File: src/hw/rtl/ntc_pkg.sv
// Shared types, type codes and helper functions of the numeric type converter.
// No dependencies; the stage modules, the top level and the bench use this package.
package ntc_pkg;

    localparam logic [3:0] TY_U8  = 4'd0;
    localparam logic [3:0] TY_I8  = 4'd1;
    localparam logic [3:0] TY_U16 = 4'd2;
    localparam logic [3:0] TY_I16 = 4'd3;
    localparam logic [3:0] TY_U32 = 4'd4;
    localparam logic [3:0] TY_I32 = 4'd5;
    localparam logic [3:0] TY_F32 = 4'd6;
    localparam logic [3:0] TY_I64 = 4'd7;
    localparam logic [3:0] TY_U64 = 4'd8;
    localparam logic [3:0] TY_F64 = 4'd9;

    localparam int EXP_W = 13;

    typedef enum logic [1:0] {
        OP_DIRECT,
        OP_TO_FLOAT,
        OP_TO_INT
    } t_op;

    // One pipeline slot. The sig and word fields change meaning per stage:
    // sig is the raw significand, then normalized, then the kept bits or the
    // integer magnitude; word is the finished result or the exponent base.
    typedef struct packed {
        t_op                     op;
        logic                    bad;
        logic [3:0]              dest;
        logic                    sign;
        logic [63:0]             sig;
        logic signed [EXP_W-1:0] expo;
        logic [63:0]             word;
        logic                    rnd;
        logic                    ovf;
        logic                    under;
    } t_work;

    function automatic logic [63:0] f_mask(input logic [3:0] code);
        logic [63:0] m;
        unique case (code)
            TY_U8, TY_I8:                  m = 64'h0000_0000_0000_00FF;
            TY_U16, TY_I16:                m = 64'h0000_0000_0000_FFFF;
            TY_U32, TY_I32, TY_F32:        m = 64'h0000_0000_FFFF_FFFF;
            default:                       m = '1;
        endcase
        return m;
    endfunction

    function automatic logic f_is_float(input logic [3:0] code);
        return (code == TY_F32) || (code == TY_F64);
    endfunction

    function automatic logic f_is_signed(input logic [3:0] code);
        return (code == TY_I8) || (code == TY_I16) || (code == TY_I32) || (code == TY_I64);
    endfunction

endpackage

File: src/hw/rtl/ntc_if.sv
// Valid/ready channel interfaces of the numeric type converter.
// No dependencies.
interface ntc_in_if;
    logic        valid;
    logic        ready;
    logic [3:0]  src_type;
    logic [3:0]  dest_type;
    logic [63:0] value_bits;
    modport source (output valid, src_type, dest_type, value_bits, input ready);
    modport sink   (input valid, src_type, dest_type, value_bits, output ready);
endinterface

interface ntc_out_if;
    logic        valid;
    logic        ready;
    logic [63:0] result_bits;
    logic        bad_request;
    modport source (output valid, result_bits, bad_request, input ready);
    modport sink   (input valid, result_bits, bad_request, output ready);
endinterface

File: src/hw/rtl/ntc_decode.sv
// Stage 1: type checks, integer work and float field decode.
// Depends on ntc_pkg.
module ntc_decode (
    input  logic           i_clk,
    input  logic           i_rst_n,
    input  logic           i_valid,
    output logic           o_ready,
    input  logic [3:0]     i_src,
    input  logic [3:0]     i_dest,
    input  logic [63:0]    i_value,
    output logic           o_valid,
    input  logic           i_ready,
    output ntc_pkg::t_work o_data
);
    logic           r_valid;
    ntc_pkg::t_work r_data;
    ntc_pkg::t_work n_data;

    logic [63:0] ext, mag, smask;
    logic        neg, fsign, f64s, einf, ezero, fnan;
    logic [10:0] ebits;
    logic [51:0] frac;
    logic [63:0] sgnw, infw, pay;

    assign o_ready = !r_valid || i_ready;

    always_comb begin
        smask = ntc_pkg::f_mask(i_src);
        ext   = i_value & smask;
        neg   = ntc_pkg::f_is_signed(i_src) && (|(ext & ~(smask >> 1)));
        if (neg) begin
            ext = ext | ~smask;
        end
        mag = neg ? (64'd0 - ext) : ext;

        f64s = (i_src == ntc_pkg::TY_F64);
        if (f64s) begin
            fsign = i_value[63];
            ebits = i_value[62:52];
            frac  = i_value[51:0];
            einf  = (i_value[62:52] == 11'h7FF);
        end else begin
            fsign = i_value[31];
            ebits = {3'b000, i_value[30:23]};
            frac  = {29'd0, i_value[22:0]};
            einf  = (i_value[30:23] == 8'hFF);
        end
        ezero = (ebits == 11'd0) && (frac == 52'd0);
        fnan  = einf && (frac != 52'd0);

        if (i_dest == ntc_pkg::TY_F64) begin
            sgnw = {fsign, 63'd0};
            infw = {1'b0, 11'h7FF, 52'd0};
            pay  = f64s ? {12'd0, frac} : {12'd0, frac[22:0], 29'd0};
            pay  = pay | (64'd1 << 51);
        end else begin
            sgnw = {32'd0, fsign, 31'd0};
            infw = {33'd0, 8'hFF, 23'd0};
            pay  = f64s ? {41'd0, frac[51:29]} : {41'd0, frac[22:0]};
            pay  = pay | (64'd1 << 22);
        end

        n_data       = '0;
        n_data.op    = ntc_pkg::OP_DIRECT;
        n_data.dest  = i_dest;
        if (i_src > ntc_pkg::TY_F64 || i_dest > ntc_pkg::TY_F64) begin
            n_data.bad = 1'b1;
        end else if (i_src == i_dest) begin
            n_data.word = i_value;
        end else if (!ntc_pkg::f_is_float(i_src)) begin
            if (!ntc_pkg::f_is_float(i_dest)) begin
                n_data.word = ext & ntc_pkg::f_mask(i_dest);
            end else if (mag != 64'd0) begin
                n_data.op   = ntc_pkg::OP_TO_FLOAT;
                n_data.sign = neg;
                n_data.sig  = mag;
                n_data.expo = ntc_pkg::EXP_W'(63);
            end
        end else begin
            n_data.sign = fsign;
            if (fnan) begin
                n_data.word = ntc_pkg::f_is_float(i_dest) ? (sgnw | infw | pay) : 64'd0;
            end else if (einf) begin
                if (ntc_pkg::f_is_float(i_dest)) begin
                    n_data.word = sgnw | infw;
                end else begin
                    n_data.op  = ntc_pkg::OP_TO_INT;
                    n_data.ovf = 1'b1;
                end
            end else if (ezero) begin
                n_data.word = ntc_pkg::f_is_float(i_dest) ? sgnw : 64'd0;
            end else begin
                n_data.op  = ntc_pkg::f_is_float(i_dest) ? ntc_pkg::OP_TO_FLOAT
                                                        : ntc_pkg::OP_TO_INT;
                // Significand with the hidden bit; subnormals use exponent one.
                if (f64s) begin
                    n_data.sig  = (ebits != 11'd0) ? {11'd0, 1'b1, frac} : {12'd0, frac};
                    n_data.expo = $signed({2'b00, (ebits != 11'd0) ? ebits : 11'd1})
                                  - ntc_pkg::EXP_W'(1012);
                end else begin
                    n_data.sig  = (ebits != 11'd0) ? {40'd0, 1'b1, frac[22:0]}
                                                   : {41'd0, frac[22:0]};
                    n_data.expo = $signed({2'b00, (ebits != 11'd0) ? ebits : 11'd1})
                                  - ntc_pkg::EXP_W'(87);
                end
            end
        end
    end

    always_ff @(posedge i_clk) begin
        if (!i_rst_n) begin
            r_valid <= 1'b0;
        end else if (o_ready) begin
            r_valid <= i_valid;
        end
        if (o_ready && i_valid) begin
            r_data <= n_data;
        end
    end

    assign o_valid = r_valid;
    assign o_data  = r_data;
endmodule

File: src/hw/rtl/ntc_normalize.sv
// Stage 2: leading-zero count and left shift of the significand.
// Depends on ntc_pkg.
module ntc_normalize (
    input  logic           i_clk,
    input  logic           i_rst_n,
    input  logic           i_valid,
    output logic           o_ready,
    input  ntc_pkg::t_work i_data,
    output logic           o_valid,
    input  logic           i_ready,
    output ntc_pkg::t_work o_data
);
    logic           r_valid;
    ntc_pkg::t_work r_data;
    ntc_pkg::t_work n_data;
    logic [5:0]     lz;

    assign o_ready = !r_valid || i_ready;

    always_comb begin
        lz = 6'd63;
        for (int i = 0; i < 64; i++) begin
            if (i_data.sig[i]) begin
                lz = 6'(63 - i);
            end
        end
        n_data      = i_data;
        n_data.sig  = i_data.sig << lz;
        n_data.expo = i_data.expo - $signed({7'd0, lz});
    end

    always_ff @(posedge i_clk) begin
        if (!i_rst_n) begin
            r_valid <= 1'b0;
        end else if (o_ready) begin
            r_valid <= i_valid;
        end
        if (o_ready && i_valid) begin
            r_data <= n_data;
        end
    end

    assign o_valid = r_valid;
    assign o_data  = r_data;
endmodule

File: src/hw/rtl/ntc_round.sv
// Stage 3: right alignment for the destination, guard and sticky rounding
// decision, and integer magnitude extraction. Depends on ntc_pkg.
module ntc_round (
    input  logic           i_clk,
    input  logic           i_rst_n,
    input  logic           i_valid,
    output logic           o_ready,
    input  ntc_pkg::t_work i_data,
    output logic           o_valid,
    input  logic           i_ready,
    output ntc_pkg::t_work o_data
);
    logic           r_valid;
    ntc_pkg::t_work r_data;
    ntc_pkg::t_work n_data;

    logic                          d64, sub;
    logic signed [ntc_pkg::EXP_W-1:0] bias, emin, sh;
    logic [6:0]                    shift;
    logic [127:0]                  aligned;
    logic [5:0]                    rsh;

    assign o_ready = !r_valid || i_ready;

    always_comb begin
        d64     = (i_data.dest == ntc_pkg::TY_F64);
        bias    = d64 ? ntc_pkg::EXP_W'(1023) : ntc_pkg::EXP_W'(127);
        emin    = ntc_pkg::EXP_W'(1) - bias;
        sub     = i_data.expo < emin;
        sh      = (d64 ? ntc_pkg::EXP_W'(11) : ntc_pkg::EXP_W'(40))
                  + (sub ? (emin - i_data.expo) : ntc_pkg::EXP_W'(0));
        shift   = sh[6:0];
        aligned = {i_data.sig, 64'd0} >> shift;
        rsh     = 6'(7'd63 - {1'b0, i_data.expo[5:0]});
        n_data  = i_data;
        if (i_data.op == ntc_pkg::OP_TO_FLOAT) begin
            if (i_data.expo > bias) begin
                n_data.ovf = 1'b1;
            end else if (sh > ntc_pkg::EXP_W'(64)) begin
                n_data.under = 1'b1;
            end else begin
                n_data.sig  = aligned[127:64];
                n_data.rnd  = aligned[63] && ((|aligned[62:0]) || aligned[64]);
                n_data.word = sub ? 64'd0
                              : (64'($unsigned(i_data.expo + bias - ntc_pkg::EXP_W'(1)))
                                 << (d64 ? 52 : 23));
            end
        end else if (i_data.op == ntc_pkg::OP_TO_INT && !i_data.ovf) begin
            if (i_data.expo >= ntc_pkg::EXP_W'(64)) begin
                n_data.ovf = 1'b1;
            end else if (i_data.expo >= ntc_pkg::EXP_W'(0)) begin
                n_data.sig = i_data.sig >> rsh;
            end else begin
                n_data.sig = 64'd0;
            end
        end
    end

    always_ff @(posedge i_clk) begin
        if (!i_rst_n) begin
            r_valid <= 1'b0;
        end else if (o_ready) begin
            r_valid <= i_valid;
        end
        if (o_ready && i_valid) begin
            r_data <= n_data;
        end
    end

    assign o_valid = r_valid;
    assign o_data  = r_data;
endmodule

File: src/hw/rtl/ntc_pack.sv
// Stage 4: rounding increment, overflow clamp, integer saturation and final
// field assembly into the output register. Depends on ntc_pkg.
module ntc_pack (
    input  logic           i_clk,
    input  logic           i_rst_n,
    input  logic           i_valid,
    output logic           o_ready,
    input  ntc_pkg::t_work i_data,
    output logic           o_valid,
    input  logic           i_ready,
    output logic [63:0]    o_result,
    output logic           o_bad
);
    logic        r_valid;
    logic [63:0] r_result;
    logic        r_bad;
    logic [63:0] n_result;

    logic        d64;
    logic [63:0] dmask, half, bits, infw, sgnw;

    assign o_ready = !r_valid || i_ready;

    always_comb begin
        d64   = (i_data.dest == ntc_pkg::TY_F64);
        dmask = ntc_pkg::f_mask(i_data.dest);
        half  = (dmask >> 1) + 64'd1;
        infw  = d64 ? {1'b0, 11'h7FF, 52'd0} : {33'd0, 8'hFF, 23'd0};
        sgnw  = d64 ? {i_data.sign, 63'd0} : {32'd0, i_data.sign, 31'd0};
        bits  = i_data.word + i_data.sig + {63'd0, i_data.rnd};
        if (i_data.under) begin
            bits = 64'd0;
        end else if (i_data.ovf || bits >= infw) begin
            bits = infw;
        end
        unique case (i_data.op)
            ntc_pkg::OP_TO_FLOAT: begin
                n_result = (sgnw | bits) & dmask;
            end
            ntc_pkg::OP_TO_INT: begin
                if (!ntc_pkg::f_is_signed(i_data.dest)) begin
                    if (i_data.sign) begin
                        n_result = 64'd0;
                    end else if (i_data.ovf || i_data.sig > dmask) begin
                        n_result = dmask;
                    end else begin
                        n_result = i_data.sig;
                    end
                end else if (i_data.sign) begin
                    if (i_data.ovf || i_data.sig > half) begin
                        n_result = half;
                    end else begin
                        n_result = (64'd0 - i_data.sig) & dmask;
                    end
                end else if (i_data.ovf || i_data.sig > half - 64'd1) begin
                    n_result = half - 64'd1;
                end else begin
                    n_result = i_data.sig;
                end
            end
            default: begin
                n_result = i_data.word;
            end
        endcase
    end

    always_ff @(posedge i_clk) begin
        if (!i_rst_n) begin
            r_valid <= 1'b0;
        end else if (o_ready) begin
            r_valid <= i_valid;
        end
        if (o_ready && i_valid) begin
            r_result <= n_result;
            r_bad    <= i_data.bad;
        end
    end

    assign o_valid  = r_valid;
    assign o_result = r_result;
    assign o_bad    = r_bad;
endmodule

File: src/hw/rtl/numeric_type_converter_top.sv
// Top level of the numeric type converter: four pipeline stages in a row.
// Depends on ntc_pkg, ntc_if, ntc_decode, ntc_normalize, ntc_round, ntc_pack.
//
// Usage: an input transaction on i_in carries a source type code, a destination
// type code and a 64-bit value word. Each input transaction yields exactly one
// output transaction on o_out with the converted value, right-aligned and zero
// above the destination width when the types differ, and a bad_request flag for
// invalid type codes. Integer narrowing truncates, widening sign- or
// zero-extends; conversions to float round to nearest even; float to integer
// truncates and saturates. The decode register loads at the accepting edge,
// and the result then moves through the normalize, round and pack registers
// in turn; o_out is valid as soon as the pack register holds the result.
// Throughput is one transaction per cycle without stalls: each stage holds its
// own valid bit and a stage loads whenever it is empty or its successor takes
// its contents, so bubbles close up and a new item enters while older ones are
// in flight. The rounding stage, with its 128-bit alignment shifter and
// rounding decision, holds the deepest logic between registers.
// When the receiver holds o_out.ready low the result stays in the output
// register and the stages behind it fill up; once all four are full i_in.ready
// goes low. Nothing is dropped or repeated across a stall.
// Synchronous active-low reset empties the pipeline; the block keeps no other
// state, so it is ready for a transaction as soon as reset is released.
module numeric_type_converter_top (
    input  logic     i_clk,
    input  logic     i_rst_n,
    ntc_in_if.sink   i_in,
    ntc_out_if.source o_out
);
    logic           s1_valid, s2_valid, s3_valid;
    logic           s2_ready, s3_ready, s4_ready;
    ntc_pkg::t_work s1_data, s2_data, s3_data;

    // Decode: classify the type pair and handle the direct cases at once.
    ntc_decode u_decode (
        .i_clk   (i_clk),
        .i_rst_n (i_rst_n),
        .i_valid (i_in.valid),
        .o_ready (i_in.ready),
        .i_src   (i_in.src_type),
        .i_dest  (i_in.dest_type),
        .i_value (i_in.value_bits),
        .o_valid (s1_valid),
        .i_ready (s2_ready),
        .o_data  (s1_data)
    );

    // Normalize: bring the leading one of the significand to bit 63.
    ntc_normalize u_normalize (
        .i_clk   (i_clk),
        .i_rst_n (i_rst_n),
        .i_valid (s1_valid),
        .o_ready (s2_ready),
        .i_data  (s1_data),
        .o_valid (s2_valid),
        .i_ready (s3_ready),
        .o_data  (s2_data)
    );

    // Round: align to the destination format and decide the increment.
    ntc_round u_round (
        .i_clk   (i_clk),
        .i_rst_n (i_rst_n),
        .i_valid (s2_valid),
        .o_ready (s3_ready),
        .i_data  (s2_data),
        .o_valid (s3_valid),
        .i_ready (s4_ready),
        .o_data  (s3_data)
    );

    // Pack: apply the increment, clamp, saturate and register the result.
    ntc_pack u_pack (
        .i_clk    (i_clk),
        .i_rst_n  (i_rst_n),
        .i_valid  (s3_valid),
        .o_ready  (s4_ready),
        .i_data   (s3_data),
        .o_valid  (o_out.valid),
        .i_ready  (o_out.ready),
        .o_result (o_out.result_bits),
        .o_bad    (o_out.bad_request)
    );
endmodule

File: src/flat_wrapper.sv
// flat-port wrapper written by rule: the top's interface ports become plain ports
module numeric_type_converter_top_flat 
  (i_clk, i_rst_n, i_in_valid, i_in_src_type, i_in_dest_type, i_in_value_bits, i_in_ready, o_out_valid, o_out_result_bits, o_out_bad_request, o_out_ready);
  ntc_in_if i_in_i ();
  ntc_out_if o_out_i ();
  input  logic i_clk;
  input  logic i_rst_n;
  input wire logic [$bits(i_in_i.valid)-1:0] i_in_valid;
  input wire logic [$bits(i_in_i.src_type)-1:0] i_in_src_type;
  input wire logic [$bits(i_in_i.dest_type)-1:0] i_in_dest_type;
  input wire logic [$bits(i_in_i.value_bits)-1:0] i_in_value_bits;
  output wire logic [$bits(i_in_i.ready)-1:0] i_in_ready;
  output wire logic [$bits(o_out_i.valid)-1:0] o_out_valid;
  output wire logic [$bits(o_out_i.result_bits)-1:0] o_out_result_bits;
  output wire logic [$bits(o_out_i.bad_request)-1:0] o_out_bad_request;
  input wire logic [$bits(o_out_i.ready)-1:0] o_out_ready;
  assign i_in_i.valid = i_in_valid;
  assign i_in_i.src_type = i_in_src_type;
  assign i_in_i.dest_type = i_in_dest_type;
  assign i_in_i.value_bits = i_in_value_bits;
  assign i_in_ready = i_in_i.ready;
  assign o_out_valid = o_out_i.valid;
  assign o_out_result_bits = o_out_i.result_bits;
  assign o_out_bad_request = o_out_i.bad_request;
  assign o_out_i.ready = o_out_ready;
  numeric_type_converter_top u_core (.i_clk(i_clk), .i_rst_n(i_rst_n), .i_in(i_in_i), .o_out(o_out_i));
endmodule
File: config.mk
export PLATFORM = sky130hd
export DESIGN_NAME = numeric_type_converter_top_flat
export DESIGN_NICKNAME = d
export VERILOG_FILES = /design/src/hw/rtl/ntc_pkg.sv /design/src/hw/rtl/ntc_if.sv /design/src/hw/rtl/ntc_decode.sv /design/src/hw/rtl/ntc_normalize.sv /design/src/hw/rtl/ntc_round.sv /design/src/hw/rtl/ntc_pack.sv /design/src/hw/rtl/numeric_type_converter_top.sv /design/src/flat_wrapper.sv
export SDC_FILE = /design/constraint.sdc
export NUM_CORES = 2
export LEC_CHECK = 0
export BUFFER_PORTS_ARGS = -buffer_cell sky130_fd_sc_hd__buf_4
export CORE_ASPECT_RATIO = 0.6
export CORE_UTILIZATION = 30
export CTS_BUF_LIST = sky130_fd_sc_hd__clkbuf_8
export CTS_CLUSTER_DIAMETER = 100
export DETAILED_ROUTE_END_ITERATION = 12
export PLACE_DENSITY = 0.51
export REMOVE_ABC_BUFFERS = 1
export SYNTH_ARGS = -nofsm -noshare
export SYNTH_HDL_FRONTEND = slang
export SYNTH_SLANG_ARGS = --single-unit
File: constraint.sdc
create_clock -name i_clk -period 20.6 [get_ports i_clk]
set_input_delay 1.03 -clock i_clk [delete_from_list [all_inputs] [get_ports i_clk]]
set_output_delay 1.03 -clock i_clk [all_outputs]
set_load 0.005 [all_outputs]
==> flow_metrics.py <==
metrics = {
    "grt": {
        "grt_antenna_before_repair": 11,
        "met1_usage_pct": 43.5,
        "gr-usage-met3_pct": 11.9,
        "overflow": 0,
        "grt_pass1_wl_mm": 339,
        "grt_max_degree": 93,
        "grtUsageTotal_pct": 28.5,
        "grt_use_met2_pct": 36.2,
        "busiest_layer": "met1",
        "grt_pass1_vias": 44900,
    },
    "critical_path": {
        "critPathLaunchType": "flip-flop",
        "reg2reg_from": "u_core.u_round.o_data[2]",
        "rr_worst_depth": 26,
        "crit_type": "flip-flop to flip-flop",
        "worst_r2r_endpoint": "u_core.u_pack.o_result[2]",
        "endpoint": "u_core.u_pack.o_result[2]",
        "slowest_delay_ns": 0.81,
        "r2r_slack_ns": 11.91,
        "startpoint": "u_core.u_round.o_data[2]",
        "cp-end-kind": "flip-flop",
        "slowest_stage": "or4_1",
        "cp_max_fo": 18,
        "critical_path_arrival_ns": 9.24,
        "required_ns": 21.15,
    },
    "drt": {
        "num_vias": 49700,
        "first_pass_iters": 10,
        "routed_wire_length_per_instance_um": 31.0,
        "drt-total-wl_mm": 241,
        "viasPerCell": 6.41,
        "remaining_drc_errors": 20,
        "drtAntennaViolNets": 0,
        "drt_iter0_markers": 7964,
    },
    "outcome": {
        "violations": "DRC",
        "outcome": "finished with violations",
    },
    "power": {
        "p_per_area_nw_per_um2": 53.8,
        "power_switching_share_pct": 36.2,
        "p_int_mw": 1.80,
        "power_frac_seq_pct": 43.8,
        "vdd_ir_drop_max_mv": 0.0540,
        "p_switching_mw": 1.03,
        "p_leak_nw": 19.1,
        "pwr-share-clk_pct": 28.6,
        "pwr-share-comb_pct": 27.6,
    },
    "synthesis": {
        "synthCells": 5664,
        "ys_types": 102,
        "synth.avg_cell_area_um2": 8.50,
        "async_flop_share_pct": 0,
        "synth-edff-count": 503,
        "synth_flop_cell": "edfxtp_1",
        "ys_seq_elements": 507,
        "yosys_warnings": 0,
        "seq_area_frac_synth_pct": 31.5,
        "synth.cell_area_um2": 48100,
    },
    "sta": {
        "setup_viol": 0,
        "fin_hold_ws_ns": 0.410,
        "tightestPinTransition_ns": 1.37,
        "rsz0062_at_grt": "no",
        "min_period_ns": 8.69,
        "slew_headroom_pct": 7.58,
        "setup_tns_ns": 0,
        "fin_crit_sh_pct": 42.2,
        "slew_violations": 0,
        "finalClockSkew_ns": 0.0688,
        "fmax_ghz": 0.115,
        "hold_viol_final": 0,
        "fin_ws_ns": 11.91,
    },
    "clock_network": {
        "cts.clk_slew.worst_paths_ns": 0.08,
        "cts_buffers": 74,
        "clock-sinks": 507,
        "postCtsSetupRepairBufs": 0,
        "max-clock-path-buffers": 3,
        "ctsHoldBuffers": 0,
        "clk_latency_ns": 0.76,
        "tritoncts": "built",
        "htreeDepth": 3,
        "root_buffer": "clkbuf_8",
        "cts_repair_resize_count": 0,
    },
    "final_layout": {
        "syn2layout_area_growth_pct": 9.27,
        "drive_gt1_share_pct": 11.7,
        "stdcell_count": 7755,
        "nNetsFinal": 5823,
    },
    "flow_run": {
        "drv_cap": 0,
    },
    "floorplanning": {
        "die_area_um2": 162000,
        "die_y_um": 312,
        "io_pins": 143,
        "row_count": 113,
        "start_util_pct": 30.3,
        "fp.dieW_um": 519,
        "core_area_um2": 159000,
    },
    "placed_design": {
        "place_congestion": 1.10,
        "post-place-ws_ns": 12.14,
        "dpl.cell_count": 7614,
        "port_buffers": 142,
        "dpl.hpwl_mm": 183,
    },
    "min_path": {
        "holdCritPathClass": "flip-flop to flip-flop",
    },
}
## cells by family after synthesis
family,Yosys count,synth area share (%)
buf+inv,555,4.47
mux,458,12.4
other cells,1,0.00779
compound gates,1818,24.6
flops,507,31.5
fa+ha+maj,184,4.84
simple gates,2007,19.6
xor+xnor,134,2.50
## routing by layer
layer  vias to the layer above  part of all wire, %
met3                       324                   16
li1                      21500                    -
met2                      3470                   37
met1                     24400                   46
met4                        10                  2.0
met5                         -                0.042
## worst max-delay path: cells and delay by family, from the launching register on
family          cells  cell delay [ns]
flops               1             0.51
simple gates       12             3.71
fa+ha+maj           2             0.81
buf+inv             2             0.45
xor+xnor            1             0.21
compound gates      9             2.77
## cell type report
type | count | area [µm²]
inverters | 114 | 428
well taps | 2127 | 2660
multi-input cells | 4603 | 31000
clock inverters | 56 | 312
fillers | 16700 | 106000
clock buffers | 78 | 1070
flip-flops and latches | 507 | 15200
diodes | 7 | 17.5
repair buffers | 263 | 1970
## how the worst min path moves through the flow
| stage | from | endpoint | slack (ns) | cells after the start |
|---|---|---|---|---|
| 4_1_cts | u_core.u_normalize.o_data[149] | u_core.u_round.o_data[149] | 0.41 | 0 |
| 6_report | u_core.u_normalize.o_data[149] | u_core.u_round.o_data[149] | 0.41 | 0 |
| 5_1_grt | u_core.u_decode.o_data[5] | u_core.u_normalize.o_data[5] | 0.42 | 0 |
| 3_3_place_gp | u_core.u_decode.o_data[20] | u_core.u_normalize.o_data[20] | 0.40 | 0 |
| 3_5_place_dp | u_core.u_decode.o_data[144] | u_core.u_normalize.o_data[144] | 0.40 | 0 |
| 2_1_floorplan | u_core.u_decode.o_data[10] | u_core.u_normalize.o_data[10] | 0.40 | 0 |
## through the flow
stage               utilization [%]  power, mW  instance area (µm²)
floorplan                         -       1.68                46400
global placement               32.2       2.00                51200
detailed placement             32.2       2.00                51200
CTS                            33.1       2.80                52600
global route                   33.1       2.92                52600
finish                         33.1       2.83                52600
## cells in the mapped netlist (56+ instances only)
cell type / count / area (µm²)
a22oi_1: 67 / 503
nand3_1: 149 / 746
buf_1: 59 / 221
mux2i_1: 270 / 2700
nand4_1: 58 / 363
nand2_1: 653 / 2450
nor4_1: 78 / 488
a21o_1: 93 / 698
and2_1: 73 / 457
xnor2_1: 76 / 666
o211ai_1: 80 / 601
edfxtp_1: 503 / 15100
a21oi_1: 448 / 2240
o21ai_0: 436 / 2180
ha_1: 180 / 2250
nor2_1: 513 / 1930
inv_1: 108 / 405
nor3_1: 177 / 886
mux4_2: 102 / 2300
mux2_2: 86 / 968
clkbuf_1: 337 / 1260
a31oi_1: 76 / 475
xor2_1: 56 / 490
o31ai_1: 65 / 488
a211oi_1: 80 / 601
## power groups by stage
stage,Clock [mW],Sequential (mW),Combinational [mW]
final,0.808,1.24,0.782
after global placement,0,1.26,0.746
after CTS,0.828,1.24,0.740
after floorplan,0,1.25,0.427
after global routing,0.871,1.24,0.810
after detailed placement,0,1.26,0.738
## cell usage in the layout, fill, tap and decap left out, types with 41 or more instances in the layout
cell type  synthesis  final
a221oi_1          48     48
mux2_2            86     86
a21oi_1          448    445
a31oi_1           76     74
mux4_2           102    102
mux2i_1          270    270
o21ai_0          436    436
nand3_1          149    149
nand2_1          653    652
or3_1             51     51
o21a_1            43     43
inv_1            108    130
a22oi_1           67     67
o31ai_1           65     64
a21o_1            93     93
o22ai_1           51     50
and2_1            73     73
o211ai_1          80     80
nor2b_1           44     41
clkbuf_8           0     78
edfxtp_1         503    503
a211oi_1          80     80
xnor2_1           76     75
nor4_1            78     78
xor2_1            56     56
nor2_1           513    511
nor3_1           177    176
nand4_1           58     58
buf_4              2    263
ha_1             180    178
## flip-flops by register name, summed over array words and instances, names as in the netlist
register / count
u_core.u_decode.o_data: 149
u_core.u_normalize.o_data: 150
u_core.u_pack.o_result: 64
u_core.u_normalize.o_valid: 1
u_core.u_round.o_valid: 1
u_core.u_decode.o_valid: 1
u_core.u_pack.o_bad: 1
u_core.u_pack.o_valid: 1
u_core.u_round.o_data: 139
Power figures use the tool's default switching activity.
